[src/design/pngu_pkg.sv]
// Shared constants, types and helpers for the PNG scanline unfilter core.
package pngu_pkg;

	localparam int MAX_WIDTH       = 1024;
	localparam int ROW_STORE_BYTES = 4096;
	localparam int PALETTE_DEPTH   = 256;

	localparam int COL_W      = $clog2(ROW_STORE_BYTES);
	localparam int PAL_AW     = $clog2(PALETTE_DEPTH);
	localparam int CFG_IDX_W  = 2;
	localparam int CFG_DATA_W = 16;

	// configuration register indexes
	localparam logic [CFG_IDX_W-1:0] REG_IMAGE_WIDTH   = 2'd0;
	localparam logic [CFG_IDX_W-1:0] REG_IMAGE_HEIGHT  = 2'd1;
	localparam logic [CFG_IDX_W-1:0] REG_COLOR_MODE    = 2'd2;
	localparam logic [CFG_IDX_W-1:0] REG_PALETTE_COUNT = 2'd3;

	// color modes
	localparam logic [1:0] MODE_GRAY    = 2'd0;
	localparam logic [1:0] MODE_RGB     = 2'd1;
	localparam logic [1:0] MODE_INDEXED = 2'd2;
	localparam logic [1:0] MODE_RGBA    = 2'd3;

	// scanline filter codes
	localparam logic [7:0] FILT_SUB   = 8'd1;
	localparam logic [7:0] FILT_UP    = 8'd2;
	localparam logic [7:0] FILT_AVG   = 8'd3;
	localparam logic [7:0] FILT_PAETH = 8'd4;

	// what an accepted item does
	localparam logic [1:0] KIND_DATA   = 2'd0;
	localparam logic [1:0] KIND_FILTER = 2'd1;
	localparam logic [1:0] KIND_PAL    = 2'd2;

	typedef struct packed {
		logic [10:0] image_width;
		logic [15:0] image_height;
		logic [1:0]  color_mode;
		logic [8:0]  palette_count;
	} cfg_t;

	typedef struct packed {
		logic [1:0]       kind;
		logic [7:0]       value;
		logic [7:0]       pal_index;
		logic [23:0]      pal_rgb;
		logic [7:0]       filt;
		logic             first_row;
		logic [1:0]       bip;
		logic             emit;
		logic             row_end;
		logic             image_end;
		logic [COL_W-1:0] col;
	} item_t;

	typedef struct packed {
		logic [7:0] red;
		logic [7:0] green;
		logic [7:0] blue;
		logic       row_end;
		logic       image_end;
	} pix_t;

	function automatic logic [2:0] bpp_of(input logic [1:0] mode);
		logic [2:0] bpp;
		unique case (mode)
			MODE_RGB:  bpp = 3'd3;
			MODE_RGBA: bpp = 3'd4;
			MODE_GRAY, MODE_INDEXED: bpp = 3'd1;
		endcase
		return bpp;
	endfunction

endpackage

[src/design/pngu_ctrl.sv]
// Row sequencer: filter byte, column, pixel byte and row counters, advanced by each accepted scanline byte.
module pngu_ctrl (
	input  logic                      clk,
	input  logic                      arst_n,
	input  pngu_pkg::cfg_t            cfg,
	input  logic                      load,
	input  logic                      cmd,
	input  logic [7:0]                data_byte,
	input  logic [7:0]                pal_index,
	input  logic [23:0]               pal_rgb,
	output pngu_pkg::item_t           item,
	output logic [pngu_pkg::COL_W-1:0] rd_addr
);
	import pngu_pkg::*;

	localparam int LEN_W = 11 + 2;
	localparam int LIM1  = (MAX_WIDTH < ROW_STORE_BYTES)     ? MAX_WIDTH : ROW_STORE_BYTES;
	localparam int LIM3  = (MAX_WIDTH < ROW_STORE_BYTES / 3) ? MAX_WIDTH : ROW_STORE_BYTES / 3;
	localparam int LIM4  = (MAX_WIDTH < ROW_STORE_BYTES / 4) ? MAX_WIDTH : ROW_STORE_BYTES / 4;

	logic             awaiting_q;
	logic [COL_W-1:0] col_q;
	logic [1:0]       bip_q;
	logic [15:0]      row_q;
	logic [7:0]       filt_q;

	logic [2:0]       bpp;
	logic [10:0]      w0;
	logic [10:0]      w;
	int               lim;
	logic [LEN_W-1:0] len;
	logic [COL_W-1:0] col_next;
	logic             row_done;
	logic             emit;
	logic [15:0]      height;
	logic             last;

	always_comb begin
		bpp = bpp_of(cfg.color_mode);
		w0  = (cfg.image_width == '0) ? 11'd1 : cfg.image_width;
		case (bpp)
			3'd3:    lim = LIM3;
			3'd4:    lim = LIM4;
			default: lim = LIM1;
		endcase
		w = (int'(w0) > lim) ? 11'(lim) : w0;
		case (bpp)
			3'd3:    len = LEN_W'(w) + LEN_W'({w, 1'b0});
			3'd4:    len = LEN_W'({w, 2'b00});
			default: len = LEN_W'(w);
		endcase
		col_next = col_q + COL_W'(1);
		row_done = LEN_W'(col_next) >= len;
		emit     = (3'(bip_q) + 3'd1) >= bpp;
		height   = (cfg.image_height == '0) ? 16'd1 : cfg.image_height;
		last     = ({1'b0, row_q} + 17'd1) >= {1'b0, height};
	end

	always_comb begin
		if (cmd) begin
			item.kind = KIND_PAL;
		end else if (awaiting_q) begin
			item.kind = KIND_FILTER;
		end else begin
			item.kind = KIND_DATA;
		end
		item.value     = data_byte;
		item.pal_index = pal_index;
		item.pal_rgb   = pal_rgb;
		item.filt      = filt_q;
		item.first_row = (row_q == '0);
		item.bip       = bip_q;
		item.emit      = emit;
		item.row_end   = row_done;
		item.image_end = row_done && last;
		item.col       = col_q;
	end

	assign rd_addr = col_q;

	always_ff @(posedge clk or negedge arst_n) begin
		if (!arst_n) begin
			awaiting_q <= 1'b1;
			col_q      <= '0;
			bip_q      <= '0;
			row_q      <= '0;
			filt_q     <= '0;
		end else if (load && !cmd) begin
			if (awaiting_q) begin
				filt_q     <= data_byte;
				awaiting_q <= 1'b0;
				col_q      <= '0;
				bip_q      <= '0;
			end else if (row_done) begin
				row_q      <= last ? 16'd0 : row_q + 16'd1;
				awaiting_q <= 1'b1;
				col_q      <= '0;
				bip_q      <= '0;
			end else begin
				col_q <= col_next;
				bip_q <= emit ? 2'd0 : bip_q + 2'd1;
			end
		end
	end

endmodule

[config.mk]
export PLATFORM = sky130hd
export DESIGN_NAME = pngu_ctrl
export DESIGN_NICKNAME = d
export VERILOG_FILES = /design/src/design/pngu_pkg.sv /design/src/design/pngu_ctrl.sv
export SDC_FILE = /design/constraint.sdc
export NUM_CORES = 1
export LEC_CHECK = 0
export BUFFER_PORTS_ARGS = -buffer_cell sky130_fd_sc_hd__clkbuf_2
export CORE_MARGIN = 3
export CORE_UTILIZATION = 54
export CTS_CLUSTER_SIZE = 25
export DETAILED_ROUTE_END_ITERATION = 10
export PLACE_DENSITY = 0.86
export SYNTH_ARGS = -nofsm -noshare
export SYNTH_HDL_FRONTEND = slang
export SYNTH_SLANG_ARGS = --single-unit
[constraint.sdc]
create_clock -name clk -period 6.7 [get_ports clk]
set_input_delay 0 -clock clk [delete_from_list [all_inputs] [get_ports clk]]
set_output_delay 0 -clock clk [all_outputs]
set_load 0.02 [all_outputs]
==> reports/qor.yml <==
holdCritStartpoint: "pal_rgb[6]"
global_route.usage.total_pct: 22.2
synthMuxAreaShare_pct: 2.18
post-cts-setup-buffers: 0
finalCritPeriodShare_pct: 69.1
synth-compound-area-share_pct: 19.3
clk_pin_slew_ps: 80
rsz0062_at_grt: "false"
avgViaCountPerCell: 5.84
p_switching_uw: 402
reg2regPathDepth: 12
outcome: "completed"
hold-path-endpoint: "item[32]"
drive_above_1_share_pct: 21.8
synth_fa_ha_area_share_pct: 14.1
maxSlewHeadroom_pct: 34.4
clock_skew_ps: 14.8
worst_hold_path_type: "in -> out"
reg2reg_to: "row_q[9]$_DFFE_PN0P_"
synth_cell_type_count: 57
dp_hpwl_mm: 7.52
antenna_found_initial: 0
cts_root_buffer: "clkbuf_8"
ys_warn_count: 0
final_nets: 663
htreeDepth: 2
synth_ff_type: "dfrtp_1"
dieArea_um2: 8740
first_iter_violations: 178
setup_tns_ps: 0
wl_per_cell_um: 15.2
numCtsBuffers: 5
start_util_pct: 56.4
crit_type: "in -> reg"
r2r_start: "rd_addr[0]$_DFFE_PN0P_"
end_kind: "register"
p_leak_uw: 0.00232
fp-row-count: 31
powerDensity_nw_per_um2: 209
drc: 0
power_frac_comb_pct: 46.3
die_w_um: 93.5
synth_seq_cells: 39
grt_pass1_vias: 3536
avgSynthCellArea_um2: 8.25
vias: 3708
fill_cells: 641
ys_seq_area_share_pct: 23.7
synth-edff-count: 0
cts_tree: "yes"
worstSkewPairLatency_ps: 300
ant_nets: 0
synth_top_family_by_area: "simple AND/OR/NAND/NOR gates"
fmax_mhz: 216
seqPwrFrac_pct: 36.2
cap_violations: 0
postSynth.asyncResetShare_pct: 100
p_clk_share_pct: 17.6
p_int_uw: 519
cts.sinks: 39
diodes: 0
max-vdd-ir-drop_uv: 105
grt_max_degree: 40
hold_depth: 0
drt_wl_total_mm: 9.66
areaGrowthSynthToFinish_pct: 6.54
synth-simple-area-share_pct: 21.5
die_h_um: 93.5
finish.utilization_pct: 60.0
gp_congestion: 0.881
cp-start-kind: "input port"
coreArea_um2: 7330
worst-slew-pin-transition_ps: 985
finalCriticalPeriod_ps: 4630
critPathMaxFanout: 22
cp_data_arrival_time_ps: 4860
boundaryPins: 162
cts.path.max_buffers: 2
io_buffers: 88
grt_pass1_wl_mm: 16.0
syn_nets: 629
netlist_area_um2: 4130
dr.pass1.iters: 4
syn_inst: 501
setup-violations-final: 0
worstPathRequired_ps: 6940
ff2ff_setup_slack_ps: 2890
hold_viol_final: 0
grt_overflow: 0
synthXorXnorAreaFrac_pct: 5.51
slew_viol_final: 0
swShare_pct: 43.6
==> layout by cell type, fill, tap and decap left out, types with 8 or more instances in the layout <==
| cell | count |
|---|---|
| o21ai_0 | 42 |
| and3_1 | 9 |
| clkbuf_2 | 88 |
| xor2_1 | 15 |
| nand3_1 | 17 |
| nor2_1 | 26 |
| nor2b_1 | 15 |
| dlygate4sd3_1 | 9 |
| xnor2_1 | 11 |
| nand2b_1 | 8 |
| inv_1 | 26 |
| mux2_2 | 8 |
| nor3_1 | 10 |
| ha_1 | 45 |
| nand2_1 | 51 |
| dfrtp_1 | 38 |
| a21oi_1 | 12 |
| a21o_1 | 12 |
==> critical path, stage by stage <==
cell	delay (ps)
clkbuf_2	90
nor4_1	270
nand3_1	140
a21oi_1	240
ha_1	250
inv_1	70
fa_1	370
nor2b_1	200
o31ai_1	130
a21oi_1	260
nor2_1	70
o21ai_0	230
and3_1	200
o31ai_1	70
ha_1	330
o2111ai_1	110
a21oi_1	140
a2bb2oi_1	320
nand3_1	620
nor3_2	530
a22o_1	220
==> cell type report <==
type / count / area (um^2) / share of cell area (%)
clock inverters: 3 / 20.0 / 0.455
well taps: 99 / 124 / 2.81
inverters: 26 / 97.6 / 2.22
multi-input cells: 366 / 2580 / 58.7
repair buffers: 97 / 531 / 12.1
flip-flops and latches: 39 / 977 / 22.2
clock buffers: 5 / 68.8 / 1.56
==> worst max-delay path by stage <==
stage / depth (start not counted) / from / to
2_1_floorplan: 21 / cfg[31] / row_q[10]$_DFFE_PN0P_
3_3_place_gp: 21 / cfg[31] / row_q[9]$_DFFE_PN0P_
3_5_place_dp: 21 / cfg[31] / row_q[9]$_DFFE_PN0P_
4_1_cts: 21 / cfg[31] / row_q[9]$_DFFE_PN0P_
5_1_grt: 21 / cfg[31] / row_q[4]$_DFFE_PN0P_
6_report: 21 / cfg[31] / row_q[9]$_DFFE_PN0P_
==> through the flow <==
| stage | instance area, um^2 | power (uW) | hold WS, ps | std cells | setup WS, ps |
|---|---|---|---|---|---|
| 2_1_floorplan | 4130 | 676 | -296 | 501 | 3030 |
| 3_3_place_gp | 4220 | 736 | 0.137 | 618 | 1990 |
| 3_5_place_dp | 4220 | 758 | 0.137 | 618 | 1840 |
| 4_1_cts | 4400 | 924 | 0.137 | 635 | 2140 |
| 5_1_grt | 4400 | 989 | 0.0293 | 635 | 1500 |
| 6_report | 4400 | 921 | 0.00737 | 635 | 2070 |
==> Yosys cell counts (2+ instances only) <==
master | n | area (um^2)
inv_1 | 26 | 97.6
mux2_2 | 8 | 90.1
nor2b_1 | 15 | 93.8
buf_2 | 3 | 15.0
buf_4 | 55 | 413
xor2_1 | 15 | 131
o21a_1 | 4 | 30.0
o311ai_0 | 3 | 26.3
and3_1 | 9 | 56.3
o2bb2ai_1 | 6 | 52.6
o31ai_1 | 5 | 37.5
a211oi_1 | 6 | 45.0
nand3_4 | 2 | 35.0
or3_1 | 2 | 12.5
xnor2_1 | 11 | 96.3
and3_4 | 2 | 22.5
nand2b_1 | 8 | 50.1
o211ai_1 | 4 | 30.0
nor2_1 | 26 | 97.6
nor4_1 | 7 | 43.8
dfrtp_1 | 38 | 951
o21bai_1 | 3 | 22.5
a22o_1 | 5 | 43.8
nor3_1 | 10 | 50.1
nor3b_1 | 2 | 15.0
o21ai_0 | 42 | 210
nand3_1 | 17 | 85.1
nand4_1 | 6 | 37.5
a21oi_1 | 12 | 60.1
ha_1 | 45 | 563
a41o_1 | 4 | 40.0
and2_1 | 4 | 25.0
clkbuf_1 | 11 | 41.3
a21o_1 | 12 | 90.1
nand2_1 | 51 | 191
==> repair_timing <==
| action | CTS | global route |
|---|---|---|
| gates resized for setup | 0 | 0 |
| endpoints found under the hold margin | 46 | 0 |
| hold buffers | 9 | 0 |
| setup endpoints to repair | 0 | 0 |
==> logic make-up after synthesis <==
family / count (synthesis)
AO/OA/AOI/OAI: 118
XOR/XNOR: 26
adder cells (fa/ha/maj): 46
buffers and inverters: 96
flip-flops: 39
multiplexers: 8
AND/OR/NAND/NOR: 168
==> power groups by stage <==
stage          sequential, uW  combinational [uW]  clock [uW]
2_1_floorplan             368                 308           0
3_3_place_gp              333                 403           0
3_5_place_dp              336                 422           0
4_1_cts                   332                 428         164
5_1_grt                   340                 474         175
6_report                  333                 426         162
==> per-layer routing <==
layer | GRT usage (%) | share of wire [%]
met1 | 26.6 | 40
met2 | 41.1 | 53
met3 | 3.62 | 5.9
met4 | 5.13 | 1.1
met5 | 0 | 0
==> sequential cells by signal (all words and copies together), names as in the netlist <==
name / flops
rd_addr: 12
bip_q: 2
awaiting_q: 1
row_q: 16
filt_q: 8
No activity file was read; power rests on OpenSTA's default activity.
